$ cat config.mk
export PLATFORM = sky130hd
export DESIGN_NAME = bresenham_line_rasterizer
export DESIGN_NICKNAME = d
export VERILOG_FILES = /design/src/sv/brl_pkg.sv /design/src/sv/brl_front.sv /design/src/sv/brl_queue.sv /design/src/sv/brl_back.sv /design/src/sv/brl_addr.sv /design/src/sv/bresenham_line_rasterizer.sv
export SDC_FILE = /design/constraint.sdc
export NUM_CORES = 1
export LEC_CHECK = 0
export BUFFER_PORTS_ARGS = -buffer_cell sky130_fd_sc_hd__buf_2
export CAP_MARGIN = 20
export CORE_UTILIZATION = 40
export CTS_BUF_LIST = sky130_fd_sc_hd__clkbuf_8 sky130_fd_sc_hd__clkbuf_16
export CTS_CLUSTER_DIAMETER = 30
export CTS_CLUSTER_SIZE = 8
export DETAILED_ROUTE_END_ITERATION = 10
export SYNTH_ARGS = -nofsm -noshare
export SYNTH_HDL_FRONTEND = slang
export SYNTH_SLANG_ARGS = --single-unit
$ cat constraint.sdc
create_clock -name clk -period 9.85 [get_ports clk]
set_input_delay 1.97 -clock clk [delete_from_list [all_inputs] [get_ports clk]]
set_output_delay 1.97 -clock clk [all_outputs]
set_load 0.005 [all_outputs]
$ cat src/sv/brl_pkg.sv
`timescale 1ns / 1ps
`default_nettype none

package brl_pkg;

    // screen and field sizes
    localparam int SCREEN_W = 1024;
    localparam int SCREEN_H = 1024;
    localparam int COORD_W  = 13;
    localparam int PIX_W    = 10;
    localparam int ERR_W    = 13;
    localparam int COLOR_W  = 32;
    localparam int ADDR_W   = 23;
    localparam int PITCH_W  = 13;

    localparam logic [PITCH_W-1:0] PITCH_RESET = PITCH_W'(1024);

    // command codes on the input channel
    localparam logic CMD_START   = 1'b0;
    localparam logic CMD_ADVANCE = 1'b1;

    // classified operation handed from front to back
    typedef enum logic [1:0] {
        OP_START   = 2'b00,
        OP_DROP    = 2'b01,
        OP_ADVANCE = 2'b10
    } op_kind_t;

    typedef struct packed {
        op_kind_t                 kind;
        logic [PIX_W-1:0]         x0;
        logic [PIX_W-1:0]         y0;
        logic [PIX_W-1:0]         x1;
        logic [PIX_W-1:0]         y1;
        logic [PIX_W-1:0]         dx;
        logic [PIX_W-1:0]         dy_mag;
        logic signed [ERR_W-1:0]  err;
        logic                     steep;
        logic                     down;
        logic [COLOR_W-1:0]       c0;
        logic [COLOR_W-1:0]       c1;
    } op_t;

    // one pixel before address forming
    typedef struct packed {
        logic [PIX_W-1:0]   x;
        logic [PIX_W-1:0]   y;
        logic [COLOR_W-1:0] color;
        logic               last;
    } pix_t;

endpackage

`default_nettype wire

$ cat src/sv/brl_front.sv
`timescale 1ns / 1ps
`default_nettype none

module brl_front (
    input  wire logic                              cmd_valid,
    output logic                                   cmd_ready,
    input  wire logic                              command,
    input  wire logic signed [brl_pkg::COORD_W-1:0] start_x,
    input  wire logic signed [brl_pkg::COORD_W-1:0] start_y,
    input  wire logic [brl_pkg::COLOR_W-1:0]       start_color,
    input  wire logic signed [brl_pkg::COORD_W-1:0] end_x,
    input  wire logic signed [brl_pkg::COORD_W-1:0] end_y,
    input  wire logic [brl_pkg::COLOR_W-1:0]       end_color,
    output logic                                   op_valid,
    input  wire logic                              op_ready,
    output brl_pkg::op_t                           op
);
    import brl_pkg::*;

    localparam logic signed [COORD_W:0] SCREEN_W_S = (COORD_W+1)'(SCREEN_W);
    localparam logic signed [COORD_W:0] SCREEN_H_S = (COORD_W+1)'(SCREEN_H);

    logic signed [COORD_W:0] sx, sy, ex, ey;
    logic signed [COORD_W:0] x0, y0, x1, y1;
    logic                    swap;
    logic                    on_screen;
    logic [PIX_W-1:0]        dx;
    logic signed [PIX_W:0]   dy;
    logic [PIX_W-1:0]        dy_mag;
    logic                    steep;
    logic                    down;

    // widen endpoints
    assign sx = {start_x[COORD_W-1], start_x};
    assign sy = {start_y[COORD_W-1], start_y};
    assign ex = {end_x[COORD_W-1], end_x};
    assign ey = {end_y[COORD_W-1], end_y};

    // order endpoints so x rises
    assign swap = (ex < sx);
    assign x0   = swap ? ex : sx;
    assign y0   = swap ? ey : sy;
    assign x1   = swap ? sx : ex;
    assign y1   = swap ? sy : ey;

    // screen bounds check on both endpoints
    assign on_screen = (x0 >= 0) && (x0 < SCREEN_W_S) && (y0 >= 0) && (y0 < SCREEN_H_S)
                    && (x1 >= 0) && (x1 < SCREEN_W_S) && (y1 >= 0) && (y1 < SCREEN_H_S);

    // deltas and octant
    assign dx     = x1[PIX_W-1:0] - x0[PIX_W-1:0];
    assign dy     = $signed({1'b0, y1[PIX_W-1:0]}) - $signed({1'b0, y0[PIX_W-1:0]});
    assign dy_mag = dy[PIX_W] ? PIX_W'(-dy) : dy[PIX_W-1:0];
    assign steep  = !(dx > dy_mag);
    assign down   = dy[PIX_W] || (dy == '0);

    // classified operation
    always_comb
    begin
        op.x0     = x0[PIX_W-1:0];
        op.y0     = y0[PIX_W-1:0];
        op.x1     = x1[PIX_W-1:0];
        op.y1     = y1[PIX_W-1:0];
        op.dx     = dx;
        op.dy_mag = dy_mag;
        op.steep  = steep;
        op.down   = down;
        op.c0     = swap ? end_color : start_color;
        op.c1     = swap ? start_color : end_color;
        if (steep)
        begin
            op.err = $signed({2'b00, dx, 1'b0}) - $signed({3'b000, dy_mag});
        end
        else
        begin
            op.err = $signed({2'b00, dy_mag, 1'b0}) - $signed({3'b000, dx});
        end
        if (command == CMD_ADVANCE)
        begin
            op.kind = OP_ADVANCE;
        end
        else if (on_screen)
        begin
            op.kind = OP_START;
        end
        else
        begin
            op.kind = OP_DROP;
        end
    end

    assign op_valid  = cmd_valid;
    assign cmd_ready = op_ready;

endmodule

`default_nettype wire

$ cat src/sv/brl_queue.sv
`timescale 1ns / 1ps
`default_nettype none

module brl_queue (
    input  wire logic   clk,
    input  wire logic   rst_n,
    input  wire logic   push_valid,
    output logic        push_ready,
    input  wire brl_pkg::op_t push_op,
    output logic        pop_valid,
    input  wire logic   pop_ready,
    output brl_pkg::op_t pop_op
);
    import brl_pkg::*;

    op_t        entry_reg [2];
    logic       wr_ptr_reg, wr_ptr_next;
    logic       rd_ptr_reg, rd_ptr_next;
    logic [1:0] count_reg, count_next;
    logic       push, pop;

    assign push_ready = (count_reg != 2'd2);
    assign pop_valid  = (count_reg != 2'd0);
    assign pop_op     = entry_reg[rd_ptr_reg];
    assign push       = push_valid && push_ready;
    assign pop        = pop_valid && pop_ready;

    // pointer and fill count
    always_comb
    begin
        wr_ptr_next = push ? ~wr_ptr_reg : wr_ptr_reg;
        rd_ptr_next = pop ? ~rd_ptr_reg : rd_ptr_reg;
        count_next  = count_reg + {1'b0, push} - {1'b0, pop};
    end

    always_ff @(posedge clk or negedge rst_n)
    begin
        if (!rst_n)
        begin
            wr_ptr_reg <= 1'b0;
            rd_ptr_reg <= 1'b0;
            count_reg  <= 2'd0;
        end
        else
        begin
            wr_ptr_reg <= wr_ptr_next;
            rd_ptr_reg <= rd_ptr_next;
            count_reg  <= count_next;
        end
    end

    // entry storage
    always_ff @(posedge clk)
    begin
        if (push)
        begin
            entry_reg[wr_ptr_reg] <= push_op;
        end
    end

endmodule

`default_nettype wire

$ cat src/sv/brl_back.sv
`timescale 1ns / 1ps
`default_nettype none

module brl_back (
    input  wire logic    clk,
    input  wire logic    rst_n,
    input  wire logic    op_valid,
    output logic         op_ready,
    input  wire brl_pkg::op_t op,
    output logic         pix_valid,
    input  wire logic    pix_ready,
    output brl_pkg::pix_t pix
);
    import brl_pkg::*;

    logic                    busy_reg, busy_next;
    logic [PIX_W-1:0]        cur_x_reg, cur_x_next;
    logic [PIX_W-1:0]        cur_y_reg, cur_y_next;
    logic [PIX_W-1:0]        stop_x_reg, stop_x_next;
    logic [PIX_W-1:0]        stop_y_reg, stop_y_next;
    logic [PIX_W-1:0]        dx_reg, dx_next;
    logic [PIX_W-1:0]        dy_mag_reg, dy_mag_next;
    logic signed [ERR_W-1:0] err_reg, err_next;
    logic                    steep_reg, steep_next;
    logic                    down_reg, down_next;
    logic [COLOR_W-1:0]      body_reg, body_next;
    logic [COLOR_W-1:0]      tail_reg, tail_next;
    logic                    pix_valid_reg, pix_valid_next;
    pix_t                    pix_reg, pix_next;

    logic                    advance;
    logic                    pop;
    logic                    emit;
    pix_t                    emit_pix;
    logic [PIX_W:0]          nx;
    logic signed [PIX_W+1:0] ny;
    logic                    interior;
    logic                    err_pos;
    logic signed [ERR_W-1:0] two_dx, two_dy;

    assign advance  = !pix_valid_reg || pix_ready;
    assign op_ready = advance;
    assign pop      = op_valid && advance;

    // one bresenham step
    assign nx       = {1'b0, cur_x_reg} + 1'b1;
    assign ny       = down_reg ? (PIX_W+2)'($signed({2'b00, cur_y_reg}) - 1)
                               : (PIX_W+2)'($signed({2'b00, cur_y_reg}) + 1);
    assign interior = steep_reg ? (down_reg ? (ny > $signed({2'b00, stop_y_reg}))
                                            : (ny < $signed({2'b00, stop_y_reg})))
                                : (nx < {1'b0, stop_x_reg});
    assign err_pos  = (err_reg > 0);
    assign two_dx   = $signed({2'b00, dx_reg, 1'b0});
    assign two_dy   = $signed({2'b00, dy_mag_reg, 1'b0});

    // state update per operation
    always_comb
    begin
        busy_next   = busy_reg;
        cur_x_next  = cur_x_reg;
        cur_y_next  = cur_y_reg;
        stop_x_next = stop_x_reg;
        stop_y_next = stop_y_reg;
        dx_next     = dx_reg;
        dy_mag_next = dy_mag_reg;
        err_next    = err_reg;
        steep_next  = steep_reg;
        down_next   = down_reg;
        body_next   = body_reg;
        tail_next   = tail_reg;
        emit        = 1'b0;
        emit_pix    = '{x: stop_x_reg, y: stop_y_reg, color: tail_reg, last: 1'b1};
        case (op.kind)
            OP_START:
            begin
                busy_next   = 1'b1;
                cur_x_next  = op.x0;
                cur_y_next  = op.y0;
                stop_x_next = op.x1;
                stop_y_next = op.y1;
                dx_next     = op.dx;
                dy_mag_next = op.dy_mag;
                err_next    = op.err;
                steep_next  = op.steep;
                down_next   = op.down;
                body_next   = op.c0;
                tail_next   = op.c1;
                emit        = 1'b1;
                emit_pix    = '{x: op.x0, y: op.y0, color: op.c0, last: 1'b0};
            end
            OP_DROP:
            begin
                busy_next = 1'b0;
            end
            OP_ADVANCE:
            begin
                if (busy_reg)
                begin
                    emit = 1'b1;
                    if (interior && !steep_reg)
                    begin
                        cur_x_next = nx[PIX_W-1:0];
                        emit_pix   = '{x: nx[PIX_W-1:0], y: cur_y_reg, color: body_reg,
                                       last: 1'b0};
                        err_next   = err_reg + two_dy - (err_pos ? two_dx : '0);
                        if (err_pos)
                        begin
                            cur_y_next = down_reg ? cur_y_reg - 1'b1 : cur_y_reg + 1'b1;
                        end
                    end
                    else if (interior)
                    begin
                        cur_y_next = ny[PIX_W-1:0];
                        emit_pix   = '{x: cur_x_reg, y: ny[PIX_W-1:0], color: body_reg,
                                       last: 1'b0};
                        err_next   = err_reg + two_dx - (err_pos ? two_dy : '0);
                        if (err_pos)
                        begin
                            cur_x_next = cur_x_reg + 1'b1;
                        end
                    end
                    else
                    begin
                        busy_next = 1'b0;
                    end
                end
            end
            default:
            begin
                busy_next = busy_reg;
            end
        endcase
    end

    // output register
    always_comb
    begin
        pix_valid_next = pix_valid_reg;
        pix_next       = pix_reg;
        if (advance)
        begin
            pix_valid_next = pop && emit;
            pix_next       = emit_pix;
        end
    end

    always_ff @(posedge clk or negedge rst_n)
    begin
        if (!rst_n)
        begin
            busy_reg      <= 1'b0;
            pix_valid_reg <= 1'b0;
        end
        else
        begin
            if (pop)
            begin
                busy_reg <= busy_next;
            end
            pix_valid_reg <= pix_valid_next;
        end
    end

    // line state, loaded on each popped operation
    always_ff @(posedge clk)
    begin
        if (pop)
        begin
            cur_x_reg  <= cur_x_next;
            cur_y_reg  <= cur_y_next;
            stop_x_reg <= stop_x_next;
            stop_y_reg <= stop_y_next;
            dx_reg     <= dx_next;
            dy_mag_reg <= dy_mag_next;
            err_reg    <= err_next;
            steep_reg  <= steep_next;
            down_reg   <= down_next;
            body_reg   <= body_next;
            tail_reg   <= tail_next;
        end
        pix_reg <= pix_next;
    end

    assign pix_valid = pix_valid_reg;
    assign pix       = pix_reg;

endmodule

`default_nettype wire

$ cat src/sv/brl_addr.sv
`timescale 1ns / 1ps
`default_nettype none

module brl_addr (
    input  wire logic                          clk,
    input  wire logic                          rst_n,
    input  wire logic [brl_pkg::PITCH_W-1:0]   row_pitch,
    input  wire logic                          in_valid,
    output logic                               in_ready,
    input  wire brl_pkg::pix_t                 in_pix,
    output logic                               pixel_valid,
    input  wire logic                          pixel_ready,
    output logic [brl_pkg::PIX_W-1:0]          pixel_x,
    output logic [brl_pkg::PIX_W-1:0]          pixel_y,
    output logic [brl_pkg::ADDR_W-1:0]         pixel_address,
    output logic [brl_pkg::COLOR_W-1:0]        pixel_color,
    output logic                               last_pixel
);
    import brl_pkg::*;

    logic                 valid_reg, valid_next;
    pix_t                 pix_reg;
    logic [ADDR_W-1:0]    addr_reg;
    logic [ADDR_W-1:0]    addr_next;
    logic                 take;

    assign take     = !valid_reg || pixel_ready;
    assign in_ready = take;

    // address: x plus pitch times y, low bits kept
    assign addr_next = ADDR_W'(row_pitch) * ADDR_W'(in_pix.y) + ADDR_W'(in_pix.x);

    always_comb
    begin
        valid_next = take ? in_valid : valid_reg;
    end

    always_ff @(posedge clk or negedge rst_n)
    begin
        if (!rst_n)
        begin
            valid_reg <= 1'b0;
        end
        else
        begin
            valid_reg <= valid_next;
        end
    end

    always_ff @(posedge clk)
    begin
        if (take)
        begin
            pix_reg  <= in_pix;
            addr_reg <= addr_next;
        end
    end

    assign pixel_valid   = valid_reg;
    assign pixel_x       = pix_reg.x;
    assign pixel_y       = pix_reg.y;
    assign pixel_address = addr_reg;
    assign pixel_color   = pix_reg.color;
    assign last_pixel    = pix_reg.last;

endmodule

`default_nettype wire

$ cat src/sv/bresenham_line_rasterizer.sv
// path: a pixel is registered in the operation queue, the stepper output register and the address register
// throughput: one command beat per cycle and one pixel per cycle unless pixel_ready stalls the output,
//   set by the single error add and compare of the stepping unit and the pitch multiply stage after it
// a two-entry command queue lets the classifier and the stepper stall apart
// reset: rst_n asynchronous, active low; clears the line, queue and output valids,
//   row pitch returns to 1024
`timescale 1ns / 1ps
`default_nettype none

module bresenham_line_rasterizer (
    input  wire logic                              clk,
    input  wire logic                              rst_n,
    input  wire logic                              cfg_write_enable,
    input  wire logic [brl_pkg::PITCH_W-1:0]       cfg_write_data,
    input  wire logic                              cmd_valid,
    output logic                                   cmd_ready,
    input  wire logic                              command,
    input  wire logic signed [brl_pkg::COORD_W-1:0] start_x,
    input  wire logic signed [brl_pkg::COORD_W-1:0] start_y,
    input  wire logic [brl_pkg::COLOR_W-1:0]       start_color,
    input  wire logic signed [brl_pkg::COORD_W-1:0] end_x,
    input  wire logic signed [brl_pkg::COORD_W-1:0] end_y,
    input  wire logic [brl_pkg::COLOR_W-1:0]       end_color,
    output logic                                   pixel_valid,
    input  wire logic                              pixel_ready,
    output logic [brl_pkg::PIX_W-1:0]              pixel_x,
    output logic [brl_pkg::PIX_W-1:0]              pixel_y,
    output logic [brl_pkg::ADDR_W-1:0]             pixel_address,
    output logic [brl_pkg::COLOR_W-1:0]            pixel_color,
    output logic                                   last_pixel
);
    import brl_pkg::*;

    logic [PITCH_W-1:0] row_pitch_reg;
    logic               fr_valid, fr_ready;
    op_t                fr_op;
    logic               q_valid, q_ready;
    op_t                q_op;
    logic               px_valid, px_ready;
    pix_t               px;

    // row pitch register
    always_ff @(posedge clk or negedge rst_n)
    begin
        if (!rst_n)
        begin
            row_pitch_reg <= PITCH_RESET;
        end
        else if (cfg_write_enable)
        begin
            row_pitch_reg <= cfg_write_data;
        end
    end

    // command classifier
    brl_front u_front (
        .cmd_valid   (cmd_valid),
        .cmd_ready   (cmd_ready),
        .command     (command),
        .start_x     (start_x),
        .start_y     (start_y),
        .start_color (start_color),
        .end_x       (end_x),
        .end_y       (end_y),
        .end_color   (end_color),
        .op_valid    (fr_valid),
        .op_ready    (fr_ready),
        .op          (fr_op)
    );

    // operation queue
    brl_queue u_queue (
        .clk        (clk),
        .rst_n      (rst_n),
        .push_valid (fr_valid),
        .push_ready (fr_ready),
        .push_op    (fr_op),
        .pop_valid  (q_valid),
        .pop_ready  (q_ready),
        .pop_op     (q_op)
    );

    // line stepper
    brl_back u_back (
        .clk       (clk),
        .rst_n     (rst_n),
        .op_valid  (q_valid),
        .op_ready  (q_ready),
        .op        (q_op),
        .pix_valid (px_valid),
        .pix_ready (px_ready),
        .pix       (px)
    );

    // address stage and output register
    brl_addr u_addr (
        .clk           (clk),
        .rst_n         (rst_n),
        .row_pitch     (row_pitch_reg),
        .in_valid      (px_valid),
        .in_ready      (px_ready),
        .in_pix        (px),
        .pixel_valid   (pixel_valid),
        .pixel_ready   (pixel_ready),
        .pixel_x       (pixel_x),
        .pixel_y       (pixel_y),
        .pixel_address (pixel_address),
        .pixel_color   (pixel_color),
        .last_pixel    (last_pixel)
    );

endmodule

`default_nettype wire
-- Yosys cells after proc, flatten, opt, wreduce, memory -nomap -nowiden
Memory sizes are Yosys's and may differ from the RTL's.
Index checks and enable logic that the tools add are counted.
- output and inout port bits: 78
- RAM bits: 282
- bits in read-only memories: 0
- logic and storage cells: 140
- memories: 1
- latch bits: 0
- input port bits: 135
- register bits after elaboration: 288
- memory list (memory ; depth ; width ; rd ports ; clocked after memory_dff ; wr ports ; line ; RTL):
    u_queue.entry_reg ; 2 ; 141 ; 1 ; 0 ; 1 ; brl_queue.sv:16 ; op_t entry_reg [2];
- $add $sub $neg: 18
- muxes and demuxes: 42
- $lt $le $gt $ge: 14
- divide/modulo/power cells: 0
- reduce and logical (&&, ||, !) cells: 28
- $mul: 1
- shift-type cells: 0
- eq/ne operators: 7
- bitwise gates (word level): 2
- operators with widths (kind ; number):
    $mux W53 ; 3
    $pmux W53 S2 ; 1
    $mux W10 ; 10
    $mux W32 ; 2
    $ge A14 B1 Y1 const B ; 4
    $lt A14 B12 Y1 const B ; 4
    $mux W14 ; 4
    $mux W13 ; 4
    $pmux W10 S2 ; 2
    $add A13 B11 Y13 ; 2
    $pmux W13 S2 ; 1
    $sub A13 B13 Y13 ; 2
    $sub A11 B10 Y12 ; 2
    $add A23 B10 Y23 ; 1
    $mul A13 B10 Y23 ; 1
    $add A10 B1 Y11 const B ; 2
    $mux W11 ; 2
    $add A10 B1 Y10 const B ; 2
    $gt A13 B1 Y1 const B ; 1
    $lt A13 B13 Y1 ; 1
    $gt A12 B11 Y1 ; 1
    $lt A12 B11 Y1 ; 1
    $mux W12 ; 1
    $logic_and A1 B1 Y1 ; 11
    other kinds (29) ; 47

-- Longest topological paths before layout
- depth in word-level cells: 12
- mapped depth: 34
- gate-level depth less buffers: 29

-- By module
From an unflattened synthesis, not the netlist that was laid out.
- cell total of the unflattened synthesis: 2905
- area, all modules: 33678.6 um2
- modules (own cells, without submodules) (module ; instances ; cells each ; area each (um2) ; seq. area each (um2)):
    brl_back ; 1 ; 948 ; 10805.4 ; 5815.6
    brl_queue ; 1 ; 461 ; 10425.0 ; 8568.2
    brl_addr ; 1 ; 657 ; 7133.1 ; 2307.2
    brl_front ; 1 ; 812 ; 4793.3 ; 0.0
    bresenham_line_rasterizer ; 1 ; 27 ; 521.8 ; 326.6

-- Least setup slack after synthesis
OpenSTA, ideal clock, no wires.
- kind: input to register
- start point: input port pixel_ready
- end point: register u_back.body_reg[0], enable pin
- data required time: 9.279 ns
- stages on the path: 3
- data arrival time: 8.260 ns
- slack: 1.019 ns
- library setup time: 0.571 ns
- path through: nand3b_1 > o21ai_1 > nor2_1
- word-level cells in the longest chain between the ends: 4
- ends and longest elaborated chain (element ; line ; RTL):
    start: declaration ; bresenham_line_rasterizer.sv:25 ; input wire logic pixel_ready,
    $logic_or A1 B1 Y1 ; brl_addr.sv:27 ; assign take = !valid_reg || pixel_ready;
    $logic_or A1 B1 Y1 ; brl_back.sv:41 ; assign advance = !pix_valid_reg || pix_ready;
    $logic_and A1 B1 Y1 ; brl_back.sv:43 ; assign pop = op_valid && advance;
    $reduce_and A2 Y1 (no line) ; n/a ;
    end signal: assignment ; brl_back.sv:178 ; body_reg <= body_next;
    end: declaration ; brl_back.sv:26 ; logic [COLOR_W-1:0] body_reg, body_next;
No other way between the ends.
A chain may end at the register's enable or synchronous reset.

==> qor.yml <==
route:
  vias_per_cell: 5.16
  final_antenna_net_count: 0
  first_pass_iters: 5
  drc: 0
  drt_iter0_markers: 1201
  wl_mm: 78.4
  drt-wirelength-per-cell_um: 18.9
  dr_total_vias: 21409
cts:
  cts_tree: "built"
  cts_sinks: 568
  worstSkewPairLatency_ns: 0.66
  cts_setup_buffers: 0
  clk_pin_slew_ns: 0.05
  cts-root-buf: "clkbuf_16"
  clk_path_buf_depth: 3
  cts_buffers: 115
  cts_resized: 0
  htree_levels: 3
  cts_hold_buf: 0
floorplanning:
  dieHeight_um: 285
  core_area_um2: 79300
  start_util: 0.405
  die_area_um2: 81500
  row_count: 103
  design.portCount: 213
  dieWidth_um: 285
sta:
  clock_skew_ns: 0.0258
  slew_headroom: 0.289
  final.setup.tns_ns: 0
  fin_crit_sh: 0.852
  max_freq_mhz: 119
  rsz0062_at_grt: "no"
  tightest_slew_ns: 1.07
  setup_viol: 0
  drv_slew: 0
  finalHoldViolations: 0
  final.min_clock_period_ns: 8.39
worst_setup_path:
  critical_path_class: "primary input to flop"
  end_kind: "flop"
  path_common_cell: "o21a_1"
  critPathMaxFanout: 13
  start_kind: "primary input"
  cp_slowest_cell: "maj3_1"
  slowest_delay_ns: 0.62
  r2r_cells: 22
  worst-r2r-setup-slack_ns: 3.45
  crit_arrival_ns: 8.77
  required_ns: 10.24
finish:
  fin_nets: 3412
  largest_register_ffs: 280
  areaGrowthSynthToFinish_pct: 19.3
  finalInstanceArea_um2: 38300
  layout-drive-gt1-share: 0.191
global_routing:
  grt_pass1_vias: 22033
  grt_overflow_total: 0
  antenna_found_initial: 4
  grt_pass1_wl_mm: 123
  grt_start_max_net_pins: 83
  gr-usage-all-layers: 0.193
yosys:
  seq_area_frac_synth: 0.528
  synth-edff-count: 548
  yosysUniqueCellTypes: 82
  yosysWarnings: 0
  post_synth_inst_count: 2746
  ys_seq_elements: 568
  synth_ff_type: "edfxtp_1"
  syn_area_um2: 32100
  async_reset_ff_frac: 0.0352
  syn-num-nets: 3158
  syn_area_per_cell_um2: 11.7
place:
  numPortBuffers: 212
  place_hpwl_mm: 54.7
  place_area_um2: 34400
  routabilityCongestion: 0.876
worst_hold_path:
  holdPathStages: 0
  min_path_type: "flop to flop"
job:
  maxCapViolCount: 0
status:
  outcome: "complete, no violations"
==> layout make-up <==
| class | count | area, µm² |
|---|---|---|
| Fill cell | 7026 | 40900 |
| Clock inverter | 95 | 910 |
| Tap cell | 1050 | 1310 |
| Multi-Input combinational cell | 1791 | 13800 |
| Clock buffer | 119 | 2970 |
| Antenna cell | 4 | 10.0 |
| Sequential cell | 568 | 17000 |
| Inverter | 277 | 1040 |
| Timing Repair Buffer | 247 | 1320 |
==> final timing paths <==
kind	from	to
min	u_back.pix[29]$_DFFE_PN_	u_addr.pixel_color[28]$_DFFE_PP_
max in group asynchronous	rst_n	u_queue.rd_ptr_reg$_DFFE_PN0P_
max	start_x[6]	u_queue.entry_reg[1][67]$_DFFE_PP_
min reg2reg	u_back.pix[29]$_DFFE_PN_	u_addr.pixel_color[28]$_DFFE_PP_
max reg2reg	u_back.pix[36]$_DFFE_PN_	u_addr.pixel_address[22]$_DFFE_PP_
min in group asynchronous	rst_n	u_addr.pixel_valid$_DFFE_PN0P_
==> worst max-delay path: cells and delay by family <==
kind            cells  cell delay (ns)
xor+xnor            1             0.34
buf+inv             4             0.40
simple gates        8             1.08
fa+ha+maj           4             1.57
mux                 1             0.38
compound gates     12             3.02
==> kinds of logic after synthesis <==
family	share of synthesized area
adder cells (fa/ha/maj)	0.141
flip-flops	0.528
AO/OA/AOI/OAI	0.0899
buffers and inverters	0.0455
XOR/XNOR	0.0270
AND/OR/NAND/NOR	0.111
multiplexers	0.0581
==> metal layers <==
| layer | vias to the layer above | share of wire | global-route usage |
|---|---|---|---|
| li1 | 10209 | - | - |
| met1 | 10530 | 0.45 | 0.259 |
| met2 | 558 | 0.48 | 0.319 |
| met3 | 112 | 0.045 | 0.0275 |
| met4 | 0 | 0.023 | 0.0697 |
| met5 | - | 0 | 0 |
==> cell usage after synthesis, drive strengths merged, types with 14 or more instances <==
master    n  share of area
buf      23         0.0029
fa      121          0.075
o21ai   145          0.023
mux2    132          0.046
nand2b   25         0.0049
ha      156          0.061
nor2b    27         0.0053
nand2   422          0.049
inv     277          0.032
xor2     36         0.0098
mux2i    38          0.012
a31oi    14         0.0032
a21boi   17         0.0041
a21oi    86          0.013
nor2    117          0.014
o21a     20         0.0047
maj3     15         0.0047
nor3     32         0.0050
clkbuf   87          0.010
and2     92          0.018
xnor2    60          0.017
nand3    15         0.0023
a22oi    51          0.012
edfxtp  548           0.51
a211oi   26         0.0061
dfrtp    19          0.015
==> per-stage QoR <==
stage,std cells,hold slack (ns),setup WS (ns),utilization
after floorplan,2746,0.400,1.02,-
after global placement,3933,0.403,0.896,0.434
after global routing,4151,0.407,0.830,0.483
after CTS,4147,0.404,1.52,0.483
final,4151,0.405,1.46,0.483
after detailed placement,3933,0.405,0.864,0.434
==> cells in the final DEF, fill, tap and decap left out, types with 18 or more instances in the layout <==
master     synthesis  routed
nand2_1          420     420
a21oi_1           86      84
a22oi_1           50      50
clkinv_1           0      19
mux2i_1           38      37
clkbuf_16          0     118
o21ai_0          141     141
buf_2              3     212
buf_4              1      35
ha_1             156     156
and2_1            91      91
nor3_1            32      32
dfrtp_1           19      18
edfxtp_1         548     548
xor2_1            36      36
fa_1             121     121
a211oi_1          26      26
o21a_1            20      20
xnor2_1           58      58
nand2b_1          25      24
nor2_1           116     112
mux2_2           132     132
nor2b_1           27      27
inv_1            275     299
Power is not shown: default switching activity piles up to over one toggle a cycle in this logic, so the estimate is an artifact.
